$ cat config.mk
export PLATFORM = sky130hd
export DESIGN_NAME = keyword_shift_substitution_cipher
export DESIGN_NICKNAME = d
export VERILOG_FILES = /design/src/hdl/kssc_pkg.sv /design/src/hdl/kssc_mod_unit.sv /design/src/hdl/keyword_shift_substitution_cipher.sv
export VERILOG_INCLUDE_DIRS = /design/src /design/src/hdl
export SDC_FILE = /design/constraint.sdc
export NUM_CORES = 1
export LEC_CHECK = 0
export ABC_AREA = 1
export BUFFER_PORTS_ARGS = -buffer_cell sky130_fd_sc_hd__buf_4
export CAP_MARGIN = 40
export CORE_MARGIN = 2
export CORE_UTILIZATION = 60
export DETAILED_ROUTE_END_ITERATION = 8
export PLACE_DENSITY = 0.76
export REMOVE_ABC_BUFFERS = 1
export SLEW_MARGIN = 20
export SYNTH_ARGS = -nofsm -noshare
export SYNTH_HDL_FRONTEND = slang
export SYNTH_SLANG_ARGS = --single-unit
$ cat constraint.sdc
create_clock -name clk -period 3 [get_ports clk]
set_input_delay 0.9 -clock clk [delete_from_list [all_inputs] [get_ports clk]]
set_output_delay 0.9 -clock clk [all_outputs]
set_load 0.01 [all_outputs]
$ cat src/hdl/keyword_shift_substitution_cipher_defines.svh
// Assertion macros shared by the cipher RTL.
`ifndef KEYWORD_SHIFT_SUBSTITUTION_CIPHER_DEFINES_SVH
`define KEYWORD_SHIFT_SUBSTITUTION_CIPHER_DEFINES_SVH

// Same-cycle implication, disabled while reset is asserted.
`define KSSC_ASSERT_NOW(lbl, clk, rstn, ante, cons, msg) \
	lbl: assert property (@(posedge clk) disable iff (!rstn) (ante) |-> (cons)) \
		else $error(msg);

// Next-cycle implication, disabled while reset is asserted.
`define KSSC_ASSERT_NEXT(lbl, clk, rstn, ante, cons, msg) \
	lbl: assert property (@(posedge clk) disable iff (!rstn) (ante) |=> (cons)) \
		else $error(msg);

`endif

$ cat src/hdl/kssc_pkg.sv
// Shared constants and types of the keyword substitution cipher.
`default_nettype none
package kssc_pkg;
	localparam int CHAR_W   = 8;
	localparam int SHIFT_W  = 5;
	localparam int MODE_W   = 2;
	localparam int STATUS_W = 2;

	localparam logic [MODE_W-1:0] MODE_KEY    = 2'd0;
	localparam logic [MODE_W-1:0] MODE_FINISH = 2'd1;
	localparam logic [MODE_W-1:0] MODE_ENCODE = 2'd2;

	localparam logic [STATUS_W-1:0] ST_OK        = 2'd0;
	localparam logic [STATUS_W-1:0] ST_PASS      = 2'd1;
	localparam logic [STATUS_W-1:0] ST_NOT_READY = 2'd2;
	localparam logic [STATUS_W-1:0] ST_REJECT    = 2'd3;

	localparam logic [CHAR_W-1:0] CHAR_A     = 8'h41;
	localparam logic [CHAR_W-1:0] CHAR_SPACE = 8'h20;

	// status of the shift reduction unit
	typedef struct packed {
		logic busy;
		logic done;
	} mod_stat_t;
endpackage
`default_nettype wire

$ cat src/hdl/kssc_mod_unit.sv
// Iterative reduction of the shift distance modulo the alphabet size.
`default_nettype none
module kssc_mod_unit #(
	parameter int ALPHABET_SIZE = 26
) (
	input  wire logic                          clk,
	input  wire logic                          arst_n,
	input  wire logic                          start,
	input  wire logic [kssc_pkg::SHIFT_W-1:0]  value,
	output kssc_pkg::mod_stat_t                stat,
	output logic [$clog2(ALPHABET_SIZE)-1:0]   result
);
	import kssc_pkg::*;

	localparam int IDX_W = $clog2(ALPHABET_SIZE);
	localparam logic [SHIFT_W:0] SIZE_EXT = (SHIFT_W+1)'(ALPHABET_SIZE);

	logic               busy_q;
	logic [SHIFT_W-1:0] rem_q;
	logic               fits;

	assign fits = ({1'b0, rem_q} < SIZE_EXT);

	always_ff @(posedge clk or negedge arst_n) begin
		if (!arst_n) begin
			busy_q <= 1'b0;
		end else if (start) begin
			busy_q <= 1'b1;
		end else if (busy_q && fits) begin
			busy_q <= 1'b0;
		end
	end

	// subtract one alphabet length per cycle until the remainder fits
	always_ff @(posedge clk) begin
		if (start) begin
			rem_q <= value;
		end else if (busy_q && !fits) begin
			rem_q <= SHIFT_W'({1'b0, rem_q} - SIZE_EXT);
		end
	end

	assign stat.busy = busy_q;
	assign stat.done = busy_q && fits;
	assign result    = rem_q[IDX_W-1:0];
endmodule
`default_nettype wire

$ cat src/hdl/keyword_shift_substitution_cipher.sv
// Keyword substitution cipher: key intake, table build and character encode.
// Results: key words, mode 3 and unmapped encodes load the output register on acceptance; a mapped encode via ST_ENC.
// Finish: iterative shift reduction (ST_MOD), a read and a write per kept key letter (ST_KRD,
//   ST_KWR), then one scan step per letter (ST_SCAN) over the shared cipher table write port.
// One transaction at a time; s_tready is low while an item is in flight or a result waits.
// Reset (arst_n, asynchronous) clears the key set, the ready flag and the shift register.
`default_nettype none
`include "keyword_shift_substitution_cipher_defines.svh"
module keyword_shift_substitution_cipher #(
	parameter int ALPHABET_SIZE = 26
) (
	input  wire logic                           clk,
	input  wire logic                           arst_n,
	// slave stream: one key letter, finish request or plaintext character
	input  wire logic                           s_tvalid,
	output logic                                s_tready,
	input  wire logic [15:0]                    s_tdata,   // [7:0] key_char, [15:8] in_char
	input  wire logic [kssc_pkg::MODE_W-1:0]    s_tuser,   // [1:0] mode
	// master stream: one result per transaction
	output logic                                m_tvalid,
	input  wire logic                           m_tready,
	output logic [kssc_pkg::CHAR_W-1:0]         m_tdata,   // [7:0] out_char
	output logic [kssc_pkg::STATUS_W-1:0]       m_tuser,   // [1:0] status
	// shift distance register write
	input  wire logic                           cfg_valid,
	output logic                                cfg_ready,
	input  wire logic [kssc_pkg::SHIFT_W-1:0]   cfg_data
);
	import kssc_pkg::*;

	localparam int IDX_W = $clog2(ALPHABET_SIZE);
	localparam int CNT_W = $clog2(ALPHABET_SIZE + 1);
	localparam logic [IDX_W-1:0] LAST_IDX = IDX_W'(ALPHABET_SIZE - 1);
	localparam logic [CNT_W-1:0] SIZE_CNT = CNT_W'(ALPHABET_SIZE);
	localparam logic [CHAR_W-1:0] CHAR_END = CHAR_W'(CHAR_A + ALPHABET_SIZE);

	localparam logic [2:0] ST_IDLE = 3'd0;
	localparam logic [2:0] ST_MOD  = 3'd1;
	localparam logic [2:0] ST_KRD  = 3'd2;
	localparam logic [2:0] ST_KWR  = 3'd3;
	localparam logic [2:0] ST_SCAN = 3'd4;
	localparam logic [2:0] ST_ENC  = 3'd5;

	logic [2:0]               state_q;
	logic [SHIFT_W-1:0]       shift_q;
	logic [ALPHABET_SIZE-1:0] used_q;
	logic [CNT_W-1:0]         count_q;
	logic                     ready_q;
	logic [IDX_W-1:0]         key_order_q [ALPHABET_SIZE];
	logic [IDX_W-1:0]         cipher_table_q [ALPHABET_SIZE];
	logic [IDX_W-1:0]         key_rd_q;
	logic [IDX_W-1:0]         cipher_rd_q;
	logic [CNT_W-1:0]         iter_q;
	logic [IDX_W-1:0]         scan_q;
	logic [IDX_W-1:0]         pos_q;
	logic [IDX_W-1:0]         dist_q;
	logic                     out_valid_q;
	logic [CHAR_W-1:0]        out_char_q;
	logic [STATUS_W-1:0]      out_status_q;

	// input field views
	logic [MODE_W-1:0] in_mode;
	logic [CHAR_W-1:0] key_char;
	logic [CHAR_W-1:0] in_char;
	logic              accept;
	logic [CHAR_W-1:0] key_off;
	logic [CHAR_W-1:0] in_off;
	logic              key_is_letter;
	logic              in_is_letter;
	logic [IDX_W-1:0]  key_idx;
	logic [IDX_W-1:0]  in_idx;

	// key intake
	logic [ALPHABET_SIZE-1:0] base_used;
	logic [CNT_W-1:0]         base_count;
	logic                     key_keep;

	// table build
	logic              mod_start;
	mod_stat_t         mod_stat;
	logic [IDX_W-1:0]  mod_result;
	logic              cipher_we;
	logic [IDX_W-1:0]  cipher_wdata;
	logic [IDX_W-1:0]  pos_next;
	logic              scan_last;

	// result load
	logic              load;
	logic [CHAR_W-1:0] load_char;
	logic [STATUS_W-1:0] load_status;

	assign in_mode  = s_tuser;
	assign key_char = s_tdata[7:0];
	assign in_char  = s_tdata[15:8];
	assign accept   = s_tvalid && s_tready;

	assign key_off       = key_char - CHAR_A;
	assign in_off        = in_char - CHAR_A;
	assign key_is_letter = (key_char >= CHAR_A) && (key_char < CHAR_END);
	assign in_is_letter  = (in_char >= CHAR_A) && (in_char < CHAR_END);
	assign key_idx       = key_off[IDX_W-1:0];
	assign in_idx        = in_off[IDX_W-1:0];

	// accept only when idle and the output register is free or draining
	assign s_tready  = (state_q == ST_IDLE) && (!out_valid_q || m_tready);
	assign cfg_ready = 1'b1;

	always_ff @(posedge clk or negedge arst_n) begin
		if (!arst_n) begin
			shift_q <= '0;
		end else if (cfg_valid && cfg_ready) begin
			shift_q <= cfg_data;
		end
	end

	// A key letter after a finished table starts a new key.
	assign base_used  = ready_q ? '0 : used_q;
	assign base_count = ready_q ? '0 : count_q;
	assign key_keep   = !base_used[key_idx] && (base_count < SIZE_CNT);

	kssc_mod_unit #(
		.ALPHABET_SIZE(ALPHABET_SIZE)
	) u_mod (
		.clk   (clk),
		.arst_n(arst_n),
		.start (mod_start),
		.value (shift_q),
		.stat  (mod_stat),
		.result(mod_result)
	);

	assign mod_start = accept && (in_mode == MODE_FINISH);
	assign pos_next  = (pos_q == LAST_IDX) ? '0 : pos_q + 1'b1;
	assign scan_last = (scan_q == LAST_IDX);

	// The rotated write position walks the table once: key letters first,
	// then every letter not in the key, in alphabet order.
	always_comb begin
		cipher_we    = 1'b0;
		cipher_wdata = key_rd_q;
		case (state_q)
			ST_KWR: begin
				cipher_we = 1'b1;
			end
			ST_SCAN: begin
				cipher_we    = !used_q[scan_q];
				cipher_wdata = scan_q;
			end
			default: begin
				cipher_we = 1'b0;
			end
		endcase
	end

	always_ff @(posedge clk) begin
		if (cipher_we) begin
			cipher_table_q[pos_q] <= cipher_wdata;
		end
		cipher_rd_q <= cipher_table_q[in_idx];
	end

	always_ff @(posedge clk) begin
		if (accept && (in_mode == MODE_KEY) && key_is_letter && key_keep) begin
			key_order_q[base_count[IDX_W-1:0]] <= key_idx;
		end
		key_rd_q <= key_order_q[iter_q[IDX_W-1:0]];
	end

	// sequencer and key state
	always_ff @(posedge clk or negedge arst_n) begin
		if (!arst_n) begin
			state_q <= ST_IDLE;
			used_q  <= '0;
			count_q <= '0;
			ready_q <= 1'b0;
			iter_q  <= '0;
			scan_q  <= '0;
			pos_q   <= '0;
			dist_q  <= '0;
		end else begin
			case (state_q)
				ST_IDLE: begin
					if (accept) begin
						case (in_mode)
							MODE_KEY: begin
								if (key_is_letter) begin
									ready_q <= 1'b0;
									used_q  <= key_keep ?
										(base_used | (ALPHABET_SIZE'(1) << key_idx)) : base_used;
									count_q <= key_keep ? base_count + 1'b1 : base_count;
								end
							end
							MODE_FINISH: begin
								state_q <= ST_MOD;
							end
							MODE_ENCODE: begin
								if (ready_q && in_is_letter) begin
									state_q <= ST_ENC;
								end
							end
							default: begin
								state_q <= ST_IDLE;
							end
						endcase
					end
				end
				ST_MOD: begin
					if (mod_stat.done) begin
						dist_q  <= mod_result;
						pos_q   <= mod_result;
						iter_q  <= '0;
						scan_q  <= '0;
						state_q <= (count_q == '0) ? ST_SCAN : ST_KRD;
					end
				end
				ST_KRD: begin
					state_q <= ST_KWR;
				end
				ST_KWR: begin
					pos_q   <= pos_next;
					iter_q  <= iter_q + 1'b1;
					state_q <= (iter_q + 1'b1 == count_q) ? ST_SCAN : ST_KRD;
				end
				ST_SCAN: begin
					if (!used_q[scan_q]) begin
						pos_q <= pos_next;
					end
					if (scan_last) begin
						ready_q <= 1'b1;
						state_q <= ST_IDLE;
					end else begin
						scan_q <= scan_q + 1'b1;
					end
				end
				ST_ENC: begin
					state_q <= ST_IDLE;
				end
				default: begin
					state_q <= ST_IDLE;
				end
			endcase
		end
	end

	// result selection
	always_comb begin
		load        = 1'b0;
		load_char   = '0;
		load_status = ST_OK;
		case (state_q)
			ST_IDLE: begin
				if (accept) begin
					case (in_mode)
						MODE_KEY: begin
							load        = 1'b1;
							load_status = key_is_letter ? ST_OK : ST_REJECT;
						end
						MODE_ENCODE: begin
							if (!ready_q) begin
								load        = 1'b1;
								load_char   = in_char;
								load_status = ST_NOT_READY;
							end else if (!in_is_letter) begin
								load        = 1'b1;
								load_char   = in_char;
								load_status = (in_char == CHAR_SPACE) ? ST_OK : ST_PASS;
							end
						end
						MODE_FINISH: begin
							load = 1'b0;
						end
						default: begin
							load = 1'b1;
						end
					endcase
				end
			end
			ST_SCAN: begin
				load = scan_last;
			end
			ST_ENC: begin
				load      = 1'b1;
				load_char = CHAR_A + CHAR_W'(cipher_rd_q);
			end
			default: begin
				load = 1'b0;
			end
		endcase
	end

	// output register: hold until the sink takes the transaction
	always_ff @(posedge clk or negedge arst_n) begin
		if (!arst_n) begin
			out_valid_q <= 1'b0;
		end else if (load) begin
			out_valid_q <= 1'b1;
		end else if (m_tready) begin
			out_valid_q <= 1'b0;
		end
	end

	always_ff @(posedge clk) begin
		if (load) begin
			out_char_q   <= load_char;
			out_status_q <= load_status;
		end
	end

	assign m_tvalid = out_valid_q;
	assign m_tdata  = out_char_q;
	assign m_tuser  = out_status_q;

	// one pass over the table leaves the write position back at the rotation
	`KSSC_ASSERT_NEXT(a_full_sweep, clk, arst_n, (state_q == ST_SCAN) && scan_last, pos_q == dist_q, "table build did not write every slot exactly once")
	// kept key letters and the used set must agree
	`KSSC_ASSERT_NOW(a_count_used, clk, arst_n, 1'b1, 32'(count_q) == $countones(used_q), "key count differs from used letter set")
	// a result never overwrites one the sink has not taken
	`KSSC_ASSERT_NOW(a_no_overrun, clk, arst_n, load && out_valid_q, m_tready, "result register overrun")
	// the reduction unit runs only while the sequencer waits for it
	`KSSC_ASSERT_NOW(a_mod_owner, clk, arst_n, mod_stat.busy, state_q == ST_MOD, "shift reduction busy outside its state")
endmodule
`default_nettype wire
==> results of run 1 <==
path summary, 6_finish.rpt:
kind                                             endpoint  slack, ns  cells past startpoint
max                                used_q[22]$_DFFE_PN0P_       0.39                     11
min                                shift_q[4]$_DFFE_PN0P_       0.46                      1
max reg2reg                cipher_table_q[7][1]$_DFFE_PP_       0.51                      9
min reg2reg                        used_q[21]$_DFFE_PN0P_       0.49                      2
max in group asynchronous           iter_q[0]$_DFFE_PN0P_       2.00                      1
min in group clk                   used_q[21]$_DFFE_PN0P_       0.49                      2
layout make-up:
| cell class | count | area share, % |
|---|---|---|
| clock buffer | 48 | 5.624 |
| clock inverter | 16 | 1.131 |
| inverter | 115 | 2.452 |
| timing repair buffer | 107 | 4.875 |
| multi-input combinational | 993 | 27.76 |
| tap | 330 | 2.332 |
| sequential | 342 | 55.83 |
per-stage QoR:
stage,instance area [um^2],util (%),setup TNS [ns]
after floorplan,15220,-,-66.44
after global placement,16460,64.99,-0.2092
after detailed placement,16510,65.20,-1.241
after CTS,17710,69.92,0
after global routing,17710,69.92,0
final,17710,69.92,0
cell families after synthesis:
| kind of cell | after synthesis | share of synthesized area [%] |
|---|---|---|
| xor gates and xnor gates | 12 | 0.7728 |
| and+or+nand+nor | 610 | 16.35 |
| other | 1 | 0.02413 |
| muxes | 1 | 0.07244 |
| AOI/OAI and AO/OA | 342 | 12.14 |
| DFF | 342 | 63.59 |
| adders and majority gates | 27 | 2.173 |
| buffers and inverters | 185 | 4.878 |
sequential cells by signal, indices dropped and copies added (netlist names):
name,cells
m_tvalid,1
key_rd_q,5
iter_q,5
ready_q,1
m_tuser,2
cipher_table_q,130
u_mod.result,5
pos_q,5
state_q,3
count_q,5
u_mod.busy_q,1
cipher_rd_q,5
scan_q,5
m_tdata,8
used_q,26
key_order_q,130
shift_q,5
critical path, cell delays in order:
cell and delay [ns]:
buf_4 0.12, buf_4 0.18, ha_1 0.22, o211ai_1 0.17, nand2_1 0.11, nor2_1 0.17
nand2_4 0.10, buf_4 0.17, nor3_1 0.43, inv_1 0.23, o21ai_0 0.23
power by group through the flow:
stage                     Clock (mW)  Combinational (mW)  Sequential [mW]
after CTS                       4.51                2.63             5.88
after floorplan                    0                1.53             6.01
after detailed placement           0                2.61             5.98
final                           4.46                2.65             5.89
after global routing            4.71                2.97             5.91
after global placement             0                2.50             5.98
layer usage:
metal | GRT usage (%) | share of wire (%)
met1 | 39.10 | 41
met2 | 44.75 | 47
met3 | 5.148 | 9.5
met4 | 8.538 | 2.5
met5 | 0 | 0
cells in the final DEF (no fill, tap or decap), types with 21 or more instances in the layout:
cell type and instances:
o21ai_1 21, dfrtp_1 56, buf_4 100, ha_1 27, nand2_1 206, inv_1 107, nor2_1 290, edfxtp_1 275
nand3_1 59, o21ai_0 215, a21oi_1 22, o22ai_1 44, clkbuf_16 36
==> results.sh, run 1 <==
export IMPL_period_share_pct=86.90
export IMPL_grt_pass1_vias=11240
export IMPL_initial_core_util_pct=61.37
export IMPL_crit_path_start_kind="input port"
export IMPL_maxSlewViolCount=0
export IMPL_tightestPinTransition_ns=0.7989
export IMPL_clock_path_buffers=3
export IMPL_end_kind="flop"
export IMPL_cts_setup_buffers=0
export IMPL_die_area_mm2=0.02721
export IMPL_drt_total_wl_um=36730
export IMPL_clock_latency_ns=0.52
export IMPL_wl_per_cell_um=18.82
export IMPL_timing_final_ws_setup_ns=0.3929
export IMPL_yosys_area_top_type_share_pct=53.13
export IMPL_seqCellArea_mm2=0.009886
export IMPL_setup_violations=0
export IMPL_cts_resized=0
export IMPL_hold_violations=0
export IMPL_root_buffer="clkbuf_16"
export IMPL_cp_max_fo=15
export IMPL_max_freq_ghz=0.3836
export IMPL_drv_cap=0
export IMPL_area_growth_pct=13.93
export IMPL_avgViaCountPerCell=5.919
export IMPL_yosys_top_cells_area="edfxtp_1 (53%), dfrtp_1 (9.2%), o21ai_0 (7.1%), nor2_1 (7.0%), nand2_1 (5.0%)"
export IMPL_grt_max_degree=68
export IMPL_pwr_share_comb_pct=20.4
export IMPL_chipWidth_um=165.0
export IMPL_n_fill_cell=1796
export IMPL_p_seq_share_pct=45.3
export IMPL_coreArea_mm2=0.02533
export IMPL_finalNonFillerCells=1951
export IMPL_rows=58
export IMPL_synth_top_area_cell="edfxtp_1"
export IMPL_overflow=0
export IMPL_drive_gt1_share_pct=12.71
export IMPL_antenna_left=0
export IMPL_nNetsFinal=1649
export IMPL_synth_edf_count=275
export IMPL_p_leak_nw=6.717
export IMPL_multiInputGateArea_mm2=0.004916
export IMPL_synth_warnings=0
export IMPL_cell_internal_pwr_mw=9.187
export IMPL_drt_iter0_drc=1337
export IMPL_maxSlewHeadroom_pct=46.68
export IMPL_cts_sinks=342
export IMPL_insertedDiodeCount=0
export IMPL_pwr_share_clk_pct=34.3
export IMPL_startpoint="s_tdata[0]"
export IMPL_syn_area_per_cell_um2=10.23
export IMPL_drc=0
export IMPL_synth_most_common_cell="nor2_1"
export IMPL_post_place_ws_ns=-0.09808
export IMPL_status="finished, final reports clean"
export IMPL_p_sw_share_pct=29.36
export IMPL_cts_htree_levels=2
export IMPL_critPathArrivalTime_ns=3.03
export IMPL_dr_pass1_iters=5
export IMPL_syn_inst=1520
export IMPL_die_h_um=165.0
export IMPL_synth_commonest_cells="nor2_1 (290), edfxtp_1 (275), o21ai_0 (219)"
export IMPL_grt_antenna_before_repair=0
export IMPL_hpwlAfterDp_um=24260
export IMPL_ir_worst_vdd_mv=0.4143
export IMPL_path_clk_slew_ns=0.05
export IMPL_routabilityCongestion=0.9279
export IMPL_synth_seq_cells=342
export IMPL_cts_tree="done"
export IMPL_worst_hold_slack_ns=0.4555
export IMPL_finalPower_mw=13.01
export IMPL_io_pins=41
export IMPL_seq_area_frac_synth_pct=63.59
export IMPL_cts_buffers=35
export IMPL_ys_types=44
export IMPL_switchingPower_mw=3.819
export IMPL_reg2reg_from="state_q[0]$_DFFE_PN0P_"
export IMPL_min_period_ns=2.607
export IMPL_cts_hold_buf=0
export IMPL_io_buffers=39
export IMPL_path_class="input port to flop"
export IMPL_vias=11550
export IMPL_synth_top_flop_cell="edfxtp_1"
export IMPL_hp_class="input port to asynchronous set/reset pin"
export IMPL_power_density_mw_per_mm2=734.4
export IMPL_required_ns=3.43
export IMPL_grt_pass1_wl_um=58180
export IMPL_finClkSkew_ns=0.009235
export IMPL_netlist_area_mm2=0.01554
export IMPL_dp_cells=1887
export IMPL_track_usage_pct=27.85
export IMPL_rsz0062_at_grt="no"
export IMPL_synth_async_reset_ratio_pct=16.67
(Power assumes the default switching activity.)
==> run 2, diff against run 1 <==
- CORE_UTILIZATION: 60 -> 62
- PLACE_DENSITY: 0.76 -> 0.78
==> results.sh, run 2 (synthesis gave the netlist of run 1 again) <==
export IMPL_drt_total_wl_um=38110
export IMPL_critPathArrivalTime_ns=2.84
export IMPL_dr_pass1_iters=6
export IMPL_finClkSkew_ns=0.01798
export IMPL_grt_antenna_before_repair=0
export IMPL_cp_endpoint="key_order_q[8][2]$_DFFE_PP_"
export IMPL_tightestPinTransition_ns=0.7228
export IMPL_crit_path_max_incr_delay_ns=0.22
export IMPL_overflow=0
export IMPL_drv_cap=0
export IMPL_cts_htree_levels=2
export IMPL_r2r_end="cipher_table_q[7][2]$_DFFE_PP_"
export IMPL_maxSlewViolCount=0
export IMPL_drive_gt1_share_pct=13.14
export IMPL_nNetsFinal=1657
export IMPL_slowest_stage="ha_1"
export IMPL_hpwlAfterDp_um=25430
export IMPL_die_h_um=162.3
export IMPL_drc=0
export IMPL_routabilityCongestion=0.9832
export IMPL_path_class="input port to flop"
export IMPL_hp_class="input port to asynchronous set/reset pin"
export IMPL_io_buffers=39
export IMPL_grt_pass1_wl_um=59690
export IMPL_cts_buffers=35
export IMPL_drt_iter0_drc=1330
export IMPL_wl_per_cell_um=19.52
export IMPL_initial_core_util_pct=63.54
export IMPL_die_area_mm2=0.02635
export IMPL_coreArea_mm2=0.02446
export IMPL_dp_cells=1888
export IMPL_place_area_mm2=0.01654
export IMPL_crit_family="simple AND/OR/NAND/NOR gates"
export IMPL_layout_common_cells="nor2_1 (290), edfxtp_1 (275), o21ai_0 (215)"
export IMPL_setup_violations=0
export IMPL_avgViaCountPerCell=6.058
export IMPL_path_clk_slew_ns=0.06
export IMPL_min_period_ns=2.617
export IMPL_rsz0062_at_grt="no"
export IMPL_cp_common_cell="nand2_1"
export IMPL_startpoint="s_tdata[1]"
export IMPL_reg2reg_depth=12
export IMPL_cts_setup_buffers=0
export IMPL_cts_resized=0
export IMPL_cts_tree="done"
export IMPL_final_common_cell="nor2_1"
export IMPL_track_usage_pct=29.23
export IMPL_cts_sinks=342
export IMPL_status="finished, final reports clean"
export IMPL_end_kind="flop"
export IMPL_chipWidth_um=162.3
export IMPL_finalNonFillerCells=1952
export IMPL_clock_path_buffers=3
export IMPL_cts_hold_buf=0
export IMPL_hold_violations=0
export IMPL_clock_latency_ns=0.52
export IMPL_antenna_left=0
export IMPL_r2r_slack_ns=0.45
export IMPL_insertedDiodeCount=0
export IMPL_grt_pass1_vias=11370
export IMPL_n_fill_cell=1635
export IMPL_cp_depth=16
export IMPL_fin_area_mm2=0.01775
export IMPL_p_leak_nw=6.755
export IMPL_ir_worst_vdd_mv=0.7732
export IMPL_grt_max_degree=68
export IMPL_root_buffer="clkbuf_16"
export IMPL_max_freq_ghz=0.3821
export IMPL_io_pins=41
export IMPL_crit_path_start_kind="input port"
export IMPL_power_density_mw_per_mm2=738.5
export IMPL_cp_cell_sequence="buf_4 -> inv_1 -> ha_1 -> inv_1 -> nand2_1 -> nand2_2 -> inv_2 -> nand3_1 -> nand3_1 -> nand2_1 -> nand2_1 -> nand3_2 -> nor2_4 -> nand2_2 -> nor2_1 -> buf_4"
export IMPL_area_growth_pct=14.18
export IMPL_maxSlewHeadroom_pct=51.65
export IMPL_path_buf_inv=5
export IMPL_cp_max_fo=8
export IMPL_reg2reg_from="scan_q[1]$_DFFE_PN0P_"
export IMPL_vias=11830
export IMPL_rows=57
export IMPL_required_ns=3.23
export IMPL_finalCoreUtilization_pct=72.55
export IMPL_period_share_pct=87.25
## run 2: cell count changes in the layout (fill, tap and decap cells not counted)
cell	previous run	this run
buf_4	100	108
clkbuf_8	5	7
buf_12	3	2
buf_16	0	1
buf_6	2	3
buf_8	2	1
clkbuf_16	36	35
clkinv_1	3	2
clkinv_8	1	0
clkinvlp_4	2	1
inv_6	2	3
## run 2: layer usage
metal | wire length (um) | global-route usage (%) | part of all wire [%]
met3 | 3834 | 4.762 | 10
met5 | 0 | 0 | 0
met2 | 17910 | 47.49 | 47
met4 | 1426 | 10.46 | 3.7
met1 | 14940 | 40.59 | 39
## run 2: where the power goes
group          internal, mW  switching, mW
registers              5.67          0.227
clock network          2.68           1.76
logic                 0.845           1.92
total                  9.19           3.91
## run 2: per-stage QoR
| step | setup slack [ns] | setup TNS, ns | total power, mW | hold WS (ns) |
|---|---|---|---|---|
| 6_report | 0.3826 | 0 | 13.11 | 0.1801 |
| 5_1_grt | 0.1985 | 0 | 13.58 | 0.1636 |
| 4_1_cts | 0.4029 | 0 | 13.04 | 0.4843 |
| 3_5_place_dp | -0.1132 | -7.859 | 8.645 | 0.4740 |
| 3_3_place_gp | -0.05102 | -2.279 | 8.511 | 0.4662 |
| 2_1_floorplan | -0.5664 | -66.44 | 7.535 | 0.4530 |
## run 2: how the worst min path moves through the flow
stage,startpoint,to,cells after the start
3_5_place_dp,used_q[18]$_DFFE_PN0P_,used_q[18]$_DFFE_PN0P_,2
6_report,arst_n,shift_q[1]$_DFFE_PN0P_,1
4_1_cts,arst_n,shift_q[4]$_DFFE_PN0P_,1
5_1_grt,arst_n,shift_q[3]$_DFFE_PN0P_,1
2_1_floorplan,used_q[17]$_DFFE_PN0P_,used_q[17]$_DFFE_PN0P_,2
3_3_place_gp,used_q[18]$_DFFE_PN0P_,used_q[18]$_DFFE_PN0P_,2
## run 2: final cells by class
| class | count | area (um^2) | area share (%) |
|---|---|---|---|
| Timing Repair Buffer | 115 | 927.1 | 5.224 |
| Tap cell | 324 | 405.4 | 2.284 |
| Sequential cell | 342 | 9886 | 55.70 |
| Clock buffer | 49 | 998.5 | 5.626 |
| Multi-Input combinational cell | 993 | 4916 | 27.70 |
| Clock inverter | 14 | 181.4 | 1.022 |
| Inverter | 115 | 434.2 | 2.446 |
